===== src/rtl/pen_pkg.sv =====
`default_nettype none
// ----------------------------------------------------------------------------
// pen_pkg
// Shared types, constants and character helpers for the percent-encoding
// normaliser.
// ----------------------------------------------------------------------------
package pen_pkg;

    localparam logic [63:0] MASK_LOW_RESET  = 64'hAC00_9FD2_0000_0000;
    localparam logic [63:0] MASK_HIGH_RESET = 64'h0000_0000_0000_0001;

    localparam logic [7:0] CHAR_PCT   = 8'h25;
    localparam logic [7:0] CHAR_DASH  = 8'h2D;
    localparam logic [7:0] CHAR_DOT   = 8'h2E;
    localparam logic [7:0] CHAR_USCR  = 8'h5F;
    localparam logic [7:0] CHAR_TILDE = 8'h7E;
    localparam logic [3:0] NIBBLE_MASK = 4'hF;

    localparam int QUEUE_DEPTH = 4;
    localparam int QUEUE_AW    = $clog2(QUEUE_DEPTH);
    localparam int QUEUE_CW    = $clog2(QUEUE_DEPTH + 1);

    localparam logic CFG_MASK_LOW  = 1'b0;
    localparam logic CFG_MASK_HIGH = 1'b1;

    typedef enum logic [1:0] {
        OP_PASS  = 2'd0,
        OP_ESC   = 2'd1,
        OP_ERROR = 2'd2
    } op_kind_t;

    typedef struct packed {
        op_kind_t   kind;
        logic [7:0] data;
        logic       last;
    } op_t;

    function automatic logic is_digit(input logic [7:0] b);
        return (b >= 8'h30) && (b <= 8'h39);
    endfunction

    function automatic logic is_letter(input logic [7:0] b);
        return ((b >= 8'h61) && (b <= 8'h7A)) || ((b >= 8'h41) && (b <= 8'h5A));
    endfunction

    function automatic logic is_hex(input logic [7:0] b);
        return is_digit(b) || ((b >= 8'h61) && (b <= 8'h66)) ||
               ((b >= 8'h41) && (b <= 8'h46));
    endfunction

    function automatic logic is_plain(input logic [7:0] b);
        return is_letter(b) || is_digit(b) || (b == CHAR_DASH) ||
               (b == CHAR_DOT) || (b == CHAR_USCR) || (b == CHAR_TILDE);
    endfunction

    // uppercase hex character of a nibble
    function automatic logic [7:0] hex_char(input logic [3:0] n);
        logic [7:0] r;
        if (n < 4'd10)
        begin
            r = 8'h30 + {4'd0, n};
        end
        else
        begin
            r = 8'h37 + {4'd0, n};
        end
        return r;
    endfunction

endpackage
`default_nettype wire


===== src/rtl/pen_front.sv =====
`default_nettype none
// ----------------------------------------------------------------------------
// pen_front
// Classifies each input word against the escape state and allow masks and
// hands one operation per producing word to the queue.
// ----------------------------------------------------------------------------
module pen_front
    import pen_pkg::*;
(
    input  wire logic        clk,
    input  wire logic        rst_n,
    input  wire logic        accept,
    input  wire logic [7:0]  in_byte,
    input  wire logic        last_byte,
    input  wire logic        cfg_we,
    input  wire logic        cfg_index,
    input  wire logic [63:0] cfg_data,
    output logic             op_push,
    output op_t              op
);

    typedef enum logic [1:0] {
        PH_IDLE   = 2'd0,
        PH_FIRST  = 2'd1,
        PH_SECOND = 2'd2
    } phase_t;

    phase_t      phase_reg, phase_next;
    logic        discard_reg, discard_next;
    logic [63:0] mask_low_reg, mask_high_reg;
    logic        allowed;
    logic        emit;

    always_comb
    begin
        if (in_byte[7])
        begin
            allowed = 1'b0;
        end
        else if (in_byte[6])
        begin
            allowed = mask_high_reg[in_byte[5:0]];
        end
        else
        begin
            allowed = mask_low_reg[in_byte[5:0]];
        end
    end

    always_comb
    begin
        phase_next   = phase_reg;
        discard_next = discard_reg;
        emit         = 1'b0;
        op.kind      = OP_PASS;
        op.data      = in_byte;
        op.last      = last_byte;
        if (discard_reg)
        begin
            if (last_byte)
            begin
                discard_next = 1'b0;
            end
        end
        else
        begin
            emit = 1'b1;
            case (phase_reg)
                PH_FIRST, PH_SECOND:
                begin
                    if (!is_hex(in_byte) || ((phase_reg == PH_FIRST) && last_byte))
                    begin
                        op.kind      = OP_ERROR;
                        phase_next   = PH_IDLE;
                        discard_next = !last_byte;
                    end
                    else if (phase_reg == PH_FIRST)
                    begin
                        phase_next = PH_SECOND;
                    end
                    else
                    begin
                        phase_next = PH_IDLE;
                    end
                end
                default:
                begin
                    phase_next = PH_IDLE;
                    if (in_byte == CHAR_PCT)
                    begin
                        if (last_byte)
                        begin
                            op.kind = OP_ERROR;
                        end
                        else
                        begin
                            phase_next = PH_FIRST;
                        end
                    end
                    else if (!(is_plain(in_byte) || allowed))
                    begin
                        op.kind = OP_ESC;
                    end
                end
            endcase
        end
    end

    assign op_push = accept && emit;

    always_ff @(posedge clk or negedge rst_n)
    begin
        if (!rst_n)
        begin
            phase_reg     <= PH_IDLE;
            discard_reg   <= 1'b0;
            mask_low_reg  <= MASK_LOW_RESET;
            mask_high_reg <= MASK_HIGH_RESET;
        end
        else
        begin
            if (accept)
            begin
                phase_reg   <= phase_next;
                discard_reg <= discard_next;
            end
            if (cfg_we)
            begin
                case (cfg_index)
                    CFG_MASK_LOW:  mask_low_reg  <= cfg_data;
                    CFG_MASK_HIGH: mask_high_reg <= cfg_data;
                    default:       mask_low_reg  <= mask_low_reg;
                endcase
            end
        end
    end

endmodule
`default_nettype wire


===== src/rtl/pen_queue.sv =====
`default_nettype none
// ----------------------------------------------------------------------------
// pen_queue
// Short operation queue between front and back.
// ----------------------------------------------------------------------------
module pen_queue
    import pen_pkg::*;
(
    input  wire logic clk,
    input  wire logic rst_n,
    input  wire logic wr_en,
    input  wire op_t  wr_op,
    input  wire logic rd_en,
    output op_t       rd_op,
    output logic      q_full,
    output logic      q_empty
);

    op_t                 slot_reg [QUEUE_DEPTH];
    logic [QUEUE_AW-1:0] wr_ptr_reg, rd_ptr_reg;
    logic [QUEUE_CW-1:0] count_reg;

    assign q_full  = (count_reg == QUEUE_CW'(QUEUE_DEPTH));
    assign q_empty = (count_reg == '0);
    assign rd_op   = slot_reg[rd_ptr_reg];

    always_ff @(posedge clk)
    begin
        if (wr_en)
        begin
            slot_reg[wr_ptr_reg] <= wr_op;
        end
    end

    always_ff @(posedge clk or negedge rst_n)
    begin
        if (!rst_n)
        begin
            wr_ptr_reg <= '0;
            rd_ptr_reg <= '0;
            count_reg  <= '0;
        end
        else
        begin
            if (wr_en)
            begin
                wr_ptr_reg <= wr_ptr_reg + QUEUE_AW'(1);
            end
            if (rd_en)
            begin
                rd_ptr_reg <= rd_ptr_reg + QUEUE_AW'(1);
            end
            case ({wr_en, rd_en})
                2'b10:   count_reg <= count_reg + QUEUE_CW'(1);
                2'b01:   count_reg <= count_reg - QUEUE_CW'(1);
                default: count_reg <= count_reg;
            endcase
        end
    end

endmodule
`default_nettype wire


===== src/rtl/pen_back.sv =====
`default_nettype none
// ----------------------------------------------------------------------------
// pen_back
// Expands queued operations into result words, one per cycle while the queue
// holds operations and pop keeps the output register free, into an output register.
// ----------------------------------------------------------------------------
module pen_back
    import pen_pkg::*;
(
    input  wire logic  clk,
    input  wire logic  rst_n,
    input  wire logic  q_empty,
    input  wire op_t   q_op,
    output logic       q_pop,
    input  wire logic  pop,
    output logic       empty,
    output logic [7:0] out_byte,
    output logic       end_of_string,
    output logic       bad_escape
);

    typedef enum logic [1:0] {
        SEQ_PCT = 2'd0,
        SEQ_HI  = 2'd1,
        SEQ_LO  = 2'd2
    } seq_t;

    seq_t       seq_reg, seq_next;
    logic       valid_reg;
    logic [7:0] byte_reg, byte_next;
    logic       eos_reg, eos_next;
    logic       bad_reg, bad_next;
    logic       load;
    logic       done;

    assign load = !q_empty && (!valid_reg || pop);

    always_comb
    begin
        byte_next = q_op.data;
        eos_next  = q_op.last;
        bad_next  = 1'b0;
        seq_next  = seq_reg;
        done      = 1'b1;
        case (q_op.kind)
            OP_ERROR:
            begin
                byte_next = '0;
                eos_next  = 1'b1;
                bad_next  = 1'b1;
            end
            OP_ESC:
            begin
                case (seq_reg)
                    SEQ_PCT:
                    begin
                        byte_next = CHAR_PCT;
                        eos_next  = 1'b0;
                        seq_next  = SEQ_HI;
                        done      = 1'b0;
                    end
                    SEQ_HI:
                    begin
                        byte_next = hex_char(q_op.data[7:4] & NIBBLE_MASK);
                        eos_next  = 1'b0;
                        seq_next  = SEQ_LO;
                        done      = 1'b0;
                    end
                    default:
                    begin
                        byte_next = hex_char(q_op.data[3:0] & NIBBLE_MASK);
                        seq_next  = SEQ_PCT;
                    end
                endcase
            end
            default:
            begin
                seq_next = SEQ_PCT;
            end
        endcase
    end

    assign q_pop         = load && done;
    assign empty         = !valid_reg;
    assign out_byte      = byte_reg;
    assign end_of_string = eos_reg;
    assign bad_escape    = bad_reg;

    always_ff @(posedge clk or negedge rst_n)
    begin
        if (!rst_n)
        begin
            seq_reg   <= SEQ_PCT;
            valid_reg <= 1'b0;
            byte_reg  <= '0;
            eos_reg   <= 1'b0;
            bad_reg   <= 1'b0;
        end
        else
        begin
            if (load)
            begin
                seq_reg   <= seq_next;
                valid_reg <= 1'b1;
                byte_reg  <= byte_next;
                eos_reg   <= eos_next;
                bad_reg   <= bad_next;
            end
            else if (pop)
            begin
                valid_reg <= 1'b0;
            end
        end
    end

endmodule
`default_nettype wire


===== src/rtl/percent_encoding_normalizer_core.sv =====
`default_nettype none
// ----------------------------------------------------------------------------
// percent_encoding_normalizer_core
// Percent-encoding normaliser for one URI component, byte per word.
//
//   channel  | handshake              | payload
//   ---------+------------------------+--------------------------------------
//   input    | push / full            | in_byte, last_byte
//   result   | empty / pop            | out_byte, end_of_string, bad_escape
//   config   | cfg_valid / cfg_ready  | cfg_index, cfg_data
//
// The front classifies a word in the cycle it is taken and queues one
// operation; the back emits one result word per cycle while operations are
// queued and pop keeps its output register free, so an escaped byte yields
// three result words, a swallowed byte none and every other byte one.
// Sustained rate is set by the back's single output register. full rises
// when the four-entry queue fills. Reset is asynchronous; config is always ready.
// ----------------------------------------------------------------------------
module percent_encoding_normalizer_core
    import pen_pkg::*;
(
    input  wire logic        clk,
    input  wire logic        rst_n,
    input  wire logic        push,
    output logic             full,
    input  wire logic [7:0]  in_byte,
    input  wire logic        last_byte,
    output logic             empty,
    input  wire logic        pop,
    output logic [7:0]       out_byte,
    output logic             end_of_string,
    output logic             bad_escape,
    input  wire logic        cfg_valid,
    output logic             cfg_ready,
    input  wire logic        cfg_index,
    input  wire logic [63:0] cfg_data
);

    op_t  front_op;
    op_t  head_op;
    logic front_push;
    logic q_full;
    logic q_empty;
    logic q_pop;
    logic accept;

    assign full      = q_full;
    assign cfg_ready = 1'b1;
    assign accept    = push && !q_full;

    pen_front u_front (
        .clk       (clk),
        .rst_n     (rst_n),
        .accept    (accept),
        .in_byte   (in_byte),
        .last_byte (last_byte),
        .cfg_we    (cfg_valid && cfg_ready),
        .cfg_index (cfg_index),
        .cfg_data  (cfg_data),
        .op_push   (front_push),
        .op        (front_op)
    );

    pen_queue u_queue (
        .clk     (clk),
        .rst_n   (rst_n),
        .wr_en   (front_push),
        .wr_op   (front_op),
        .rd_en   (q_pop),
        .rd_op   (head_op),
        .q_full  (q_full),
        .q_empty (q_empty)
    );

    pen_back u_back (
        .clk           (clk),
        .rst_n         (rst_n),
        .q_empty       (q_empty),
        .q_op          (head_op),
        .q_pop         (q_pop),
        .pop           (pop),
        .empty         (empty),
        .out_byte      (out_byte),
        .end_of_string (end_of_string),
        .bad_escape    (bad_escape)
    );

endmodule
`default_nettype wire

===== config.mk =====
export PLATFORM = sky130hd
export DESIGN_NAME = percent_encoding_normalizer_core
export DESIGN_NICKNAME = d
export VERILOG_FILES = /design/src/rtl/pen_pkg.sv /design/src/rtl/pen_front.sv /design/src/rtl/pen_queue.sv /design/src/rtl/pen_back.sv /design/src/rtl/percent_encoding_normalizer_core.sv
export SDC_FILE = /design/constraint.sdc
export NUM_CORES = 1
export LEC_CHECK = 0
export ABC_AREA = 0
export BUFFER_PORTS_ARGS = -buffer_cell sky130_fd_sc_hd__buf_2
export CAP_MARGIN = 0
export CORE_ASPECT_RATIO = 1.2
export CORE_MARGIN = 3
export CORE_UTILIZATION = 45
export DETAILED_ROUTE_END_ITERATION = 16
export PLACE_DENSITY = 0.64
export SYNTH_ARGS = -nofsm -noshare
export SYNTH_HDL_FRONTEND = slang
export SYNTH_SLANG_ARGS = --single-unit

===== constraint.sdc =====
create_clock -name clk -period 3 [get_ports clk]
set_clock_uncertainty 0.05 [all_clocks]
set_input_delay 0.3 -clock clk [delete_from_list [all_inputs] [get_ports clk]]
set_output_delay 0.3 -clock clk [all_outputs]
set_load 0.02 [all_outputs]

=== Word-level counts from Yosys, hierarchy flattened ===
Memory sizes are Yosys's and may differ from the RTL's.
Cells that the tools add are included.

* Bits of input ports: 79
* Word-level logic and storage cells: 122
* Memories: 1
* Bits in writable memories: 44
* Output and inout bits: 13
* Flip-flop bits (word level): 151

{| class="wikitable"
|+ Memories
! memory !! words !! width !! rd ports !! clocked after Yosys merged registers in !! write ports !! line !! text
|-
| u_queue.slot_reg || 4 || 11 || 1 || 0 || 1 || pen_queue.sv:19 || <nowiki>op_t slot_reg [QUEUE_DEPTH];</nowiki>
|}

* Add/sub/neg operators: 8
* Reductions and logical operators: 36
* Muxes and demuxes: 38
* Order comparisons: 11
* Bitwise gates (word level): 3
* Eq/ne operators: 13

{| class="wikitable"
|+ Operators with widths
! operator !! number
|-
| $le A8 B7 Y1 const B || 4
|-
| $pmux W8 S2 || 2
|-
| $add A6 B4 Y7 const A || 4
|-
| $eq A8 B6 Y1 const B || 3
|-
| $mux W1 || 19
|-
| $mux W2 || 9
|-
| $eq A8 B7 Y1 const B || 2
|-
| $ge A8 B7 Y1 const B || 2
|-
| $mux W8 || 2
|-
| $bmux W1 S6 || 2
|-
| $logic_or A1 B1 Y1 || 11
|-
| $logic_and A1 B1 Y1 || 10
|-
| $eq A2 B1 Y1 const B || 4
|-
| $ge A8 B6 Y1 const B || 1
|-
| $le A8 B6 Y1 const B || 1
|-
| $lt A4 B4 Y1 const B || 2
|-
| $pmux W2 S2 || 2
|-
| $reduce_and A2 Y1 || 4
|-
| $lt A6 B7 Y1 const B || 1
|-
| $eq A2 B2 Y1 const B || 3
|-
| $pmux W3 S2 || 1
|-
| $logic_not A1 Y1 || 5
|-
| $add A2 B1 Y2 const B || 2
|-
| $reduce_bool A2 Y1 || 2
|-
| 8 further kinds || 11
|}

=== Longest topological paths before layout ===
* Depth in word-level cells: 13
* Depth in mapped cells: 11
* Depth with buffers taken out: 11

=== Cells and area by module ===
A second synthesis with hierarchy kept.

* Cell total of the unflattened synthesis: 659
* Area, all modules: 9272.6 um2

{| class="wikitable"
|+ Modules (own cells, without submodules)
! module !! cells each !! area an instance (um2) !! instances !! sequential area each (um2)
|-
| pen_front || 456 || 6386.1 || 1 || 3296.9
|-
| pen_queue || 93 || 1991.9 || 1 || 1496.4
|-
| pen_back || 107 || 869.6 || 1 || 325.3
|-
| percent_encoding_normalizer_core || 3 || 25.0 || 1 || 0.0
|}

=== Least setup slack after synthesis ===
No wires, ideal clock.

* Path type: reg2reg
* From: register u_queue.rd_ptr_reg[0]
* To: register u_queue.count_reg[2]
* Stages on the path, launching flop included: 11
* Data arrival time: 2.690 ns
* Period minus slack after synthesis: 2.819 ns
* Setup slack: 0.181 ns
* Buffers on the path: 1
* Required time: 2.871 ns
* Setup time: 0.079 ns
* Cells stage by stage: dfrtp_1 buf_6 mux4_2 ha_1 a21oi_1 ha_1 inv_1 fa_1 xor2_1 nor2_1 xor2_1

* Word-level cells in the longest chain between the ends: 6
* Elaborated cells on any way between the ends: 8
* Those cells by class: eq/ne (3); mux (2); reduce/logical (2); memory (1)

{| class="wikitable"
|+ Ends and longest elaborated chain
! what !! line !! text
|-
| start: declaration || pen_queue.sv:20 || <nowiki>logic [QUEUE_AW-1:0] wr_ptr_reg, rd_ptr_reg;</nowiki>
|-
| start signal: assignment || pen_queue.sv:51 || <nowiki>rd_ptr_reg <= rd_ptr_reg + QUEUE_AW'(1);</nowiki>
|-
| $mem_v2 Z4 W11 * || - ||
|-
| $eq A2 B1 Y1 * || pen_back.sv:45 || <nowiki>case (q_op.kind)</nowiki>
|-
| $mux W1 * || pen_back.sv:45 ||
|-
| $logic_and A1 B1 Y1 * || pen_back.sv:83 || <nowiki>assign q_pop = load && done;</nowiki>
|-
| named net q_pop || percent_encoding_normalizer_core.sv:44 || <nowiki>logic q_pop;</nowiki>
|-
| $eq A2 B1 Y1 or $eq A2 B2 Y1 (tied branches) || pen_queue.sv:53 || <nowiki>case ({wr_en, rd_en})</nowiki>
|-
| $pmux W3 S2 or $reduce_bool A2 Y1 (tied branches) || - ||
|-
| end signal: assignment || pen_queue.sv:54 || <nowiki>2'b10: count_reg <= count_reg + QUEUE_CW'(1);</nowiki>
|-
| end signal: assignment || pen_queue.sv:55 || <nowiki>2'b01: count_reg <= count_reg - QUEUE_CW'(1);</nowiki>
|-
| end signal: assignment || pen_queue.sv:56 || <nowiki>default: count_reg <= count_reg;</nowiki>
|-
| end: declaration || pen_queue.sv:21 || <nowiki>logic [QUEUE_CW-1:0] count_reg;</nowiki>
|}

Mark *: on every way through the listed nets, which the timed path passes. The rest lies on a longest branch.
A chain may end at the register's enable or synchronous reset.

=== Worst setup path after layout ===
Same ends and word-level chain as after synthesis.

==> key figures <==
Final layout
  – Multi-input logic area: 3720 µm²
  – Layout filler cell count: 1660
  – Final net count: 806
  – Storage cell area: 5120 µm²
  – Area growth syn-to-layout: 14.76%
  – Share of layout cells above drive strength 1: 42.52%

Floorplanning
  – Area of the die: 22000 µm²
  – Core footprint: 19690 µm²
  – I/O pins: 92
  – Die height: 161.9 µm
  – Rows: 56
  – Die width: 135.9 µm
  – Initial Util: 46.29%

STA
  – FMAX: 356.9 MHz
  – Hold Fails Final Rpt: 0
  – Final period util: 93.39%
  – Max-slew violations: 0
  – Least-Margin Pin Slew: 652.4 ps
  – Final worst setup slack: 198.2 ps
  – Total Negative Setup Slacks: 0 ps
  – RSZ-0062 raised after global routing: false
  – # setup viols final: 0
  – Slew HR: 56.41%
  – Tmin final: 2802 ps

Place
  – Worst slack, placed: 124.6 ps
  – Buffers on Ports: 90
  – GP Congestion: 0.8391
  – Post-DP HPWL: 13.61 mm

Routing
  – Final wirelength: 18.98 mm
  – WL per Instance: 19.16 µm
  – First-pass iteration count of the detailed router: 5
  – Routed Antenna Nets: 0
  – 1st-iter DRT viols: 324
  – Vias per cell: 5.573
  – Via Count: 5523
  – Drc violations: 0

Synthesis
  – Top-area cell type share of the netlist area: 37.34%
  – Dominant cells by area after synthesis: dfrtp_1 37%, mux2_2 17%, edfxtp_1 14%
  – Top_reg_cell synth: dfrtp_1
  – Commonest cells in the netlist: 139 x mux2_2, 136 x dfrtp_1, 44 x edfxtp_1
  – FF+latch count, synth: 195
  – Async SR Flop Fraction: 77.44%
  – Netlist cell types: 56
  – Mapped Cells: 625
  – Synth Area per Inst: 14.58 µm²
  – Most common cell in the netlist: mux2_2
  – Post-synthesis net count: 715
  – Largest area contributor in the netlist: dfrtp_1
  – Post-synth EDFFs: 44
  – Seq/Total Area, Yosys: 56.16%
  – Syn Std Cell Area: 9114 µm²
  – Yosys warns: 0

Clock tree
  – Sink Count: 195
  – Num CTS Buffers: 17
  – CTS Buffer Depth: 2
  – CTS tree: yes
  – H-Tree Depth: 4
  – Worst-Skew Late Latency: 430 ps
  – Register clock-pin slew on the reported worst setup and hold paths: 70 ps
  – Root Buffer: clkbuf_16

Setup path
  – WP data arrival: 3110 ps
  – Worst EP required: 3310 ps
  – Slowest cell on crit path: mux4_2
  – Worst path cell trace: mux4_2 > ha_1 > a21oi_1 > ha_1 > inv_1 > fa_1 > xor2_1 > nor2_1 > xor2_1
  – Crit. End Element: flip-flop
  – CP peak stage delay: 540 ps
  – Crit Path Class: reg2reg
  – Crit-path max FO: 6
  – Crit path launch type: flip-flop

Pwr
  – LEAKAGE: 4.417 nW
  – Power Density: 752.6 nW/µm²
  – Peak supply drop: 0.0004374 V

GRT
  – Largest net degree at the start of global routing: 72
  – First-pass GRT wire length: 31.19 mm
  – GRT overflow: 0
  – Initial antenna violation count: 2
  – Vias in the first global route: 6071
  – Total GRT Usage: 18.24%

Status
  – Outcome: finished, final reports clean

Flow run
  – Max cap viols: 0

Min path
  – Hold Crit Class: in2reg
==> stage by stage <==
step / hold WS (ps) / std cells / utilization [%] / instance area, µm² / total power, W
6_report: 60.66 / 991 / 53.12 / 10460 / 0.007871
5_1_grt: 46.47 / 991 / 53.12 / 10460 / 0.008340
4_1_cts: 41.41 / 990 / 53.10 / 10460 / 0.007951
3_5_place_dp: 218.9 / 957 / 50.10 / 9863 / 0.005728
3_3_place_gp: 212.6 / 957 / 50.10 / 9863 / 0.005628
2_1_floorplan: -45.59 / 625 / - / 9114 / 0.005082
==> placed cells by master (no fill, tap or decap), types with 13 or more instances in the layout <==
cell type | synthesis | layout
o21ai_0 | 14 | 14
dfrtp_1 | 136 | 135
nand2_1 | 17 | 16
edfxtp_1 | 44 | 44
dfstp_2 | 15 | 15
mux4_1 | 14 | 14
a22oi_1 | 21 | 21
buf_2 | 5 | 89
mux2i_1 | 33 | 33
inv_1 | 23 | 23
mux4_2 | 13 | 13
clkbuf_16 | 0 | 17
mux2_2 | 139 | 139
a21oi_1 | 19 | 19
nor2_1 | 16 | 16
==> power breakdown <==
group          switching (W)  internal, W  total, W  leakage (nW)
sequential          0.000255      0.00325   0.00351          2.18
clock               0.000963      0.00124   0.00220         0.291
combinational        0.00114      0.00102   0.00216          1.95
total                0.00236      0.00551   0.00787          4.42
==> kinds of logic after synthesis <==
kind of cell               Yosys count  share of synthesized area, %
xor gates and xnor gates             9                        0.8650
DFF                                195                         56.16
adders and majority gates           11                         1.593
and+or+nand+nor                     71                         4.023
buffers and inverters               56                         3.185
AOI/OAI and AO/OA                   83                         6.082
other                                1                       0.04115
muxes                              199                         28.05
==> cell type report <==
class,instances,share of cell area [%]
Timing Repair Buffer,105,5.946
Antenna cell,1,0.02393
Inverter,23,0.8255
Tap cell,261,3.122
Sequential cell,195,48.95
Clock inverter,10,0.9331
Multi-Input combinational cell,374,35.57
Clock buffer,22,4.630
==> routing by layer <==
metal,part of all wire (%),wire length [µm],global-route usage [%]
met5,0.068,13,0
met3,4.3,810,4.306
met2,52,9850,31.82
met1,42,8007,22.66
met4,1.6,301,5.270
==> worst paths after layout <==
kind / end / from / cells after the start / slack (ps)
max: u_queue.count_reg[2] / u_queue.rd_ptr_reg[0] / 9 / 200
max in group asynchronous: u_front.mask_low_reg[47] / rst_n / 3 / 1720
min reg2reg: u_back.out_byte[3] / u_back.out_byte[3] / 2 / 440
max reg2reg: u_queue.count_reg[2] / u_queue.rd_ptr_reg[0] / 9 / 200
min in group asynchronous: u_front.mask_high_reg[58] / rst_n / 2 / 340
min: u_front.mask_high_reg[4] / cfg_data[4] / 2 / 60
==> critical path, delay by kind of cell, from the launching register on <==
kind / cells / cell delay, ps
and+or+nand+nor: 1 / 120
AOI/OAI and AO/OA: 1 / 290
xor gates and xnor gates: 2 / 300
muxes: 1 / 540
DFF: 1 / 450
buffers and inverters: 1 / 70
adders and majority gates: 3 / 910
==> repair_timing <==
item	in CTS	in global routing
gates resized for setup	0	1
buffers inserted	0	0
hold endpoints to repair	44	0
hold buffers	1	0
setup endpoints to repair	0	1
No activity file was read; power rests on OpenSTA's default activity.
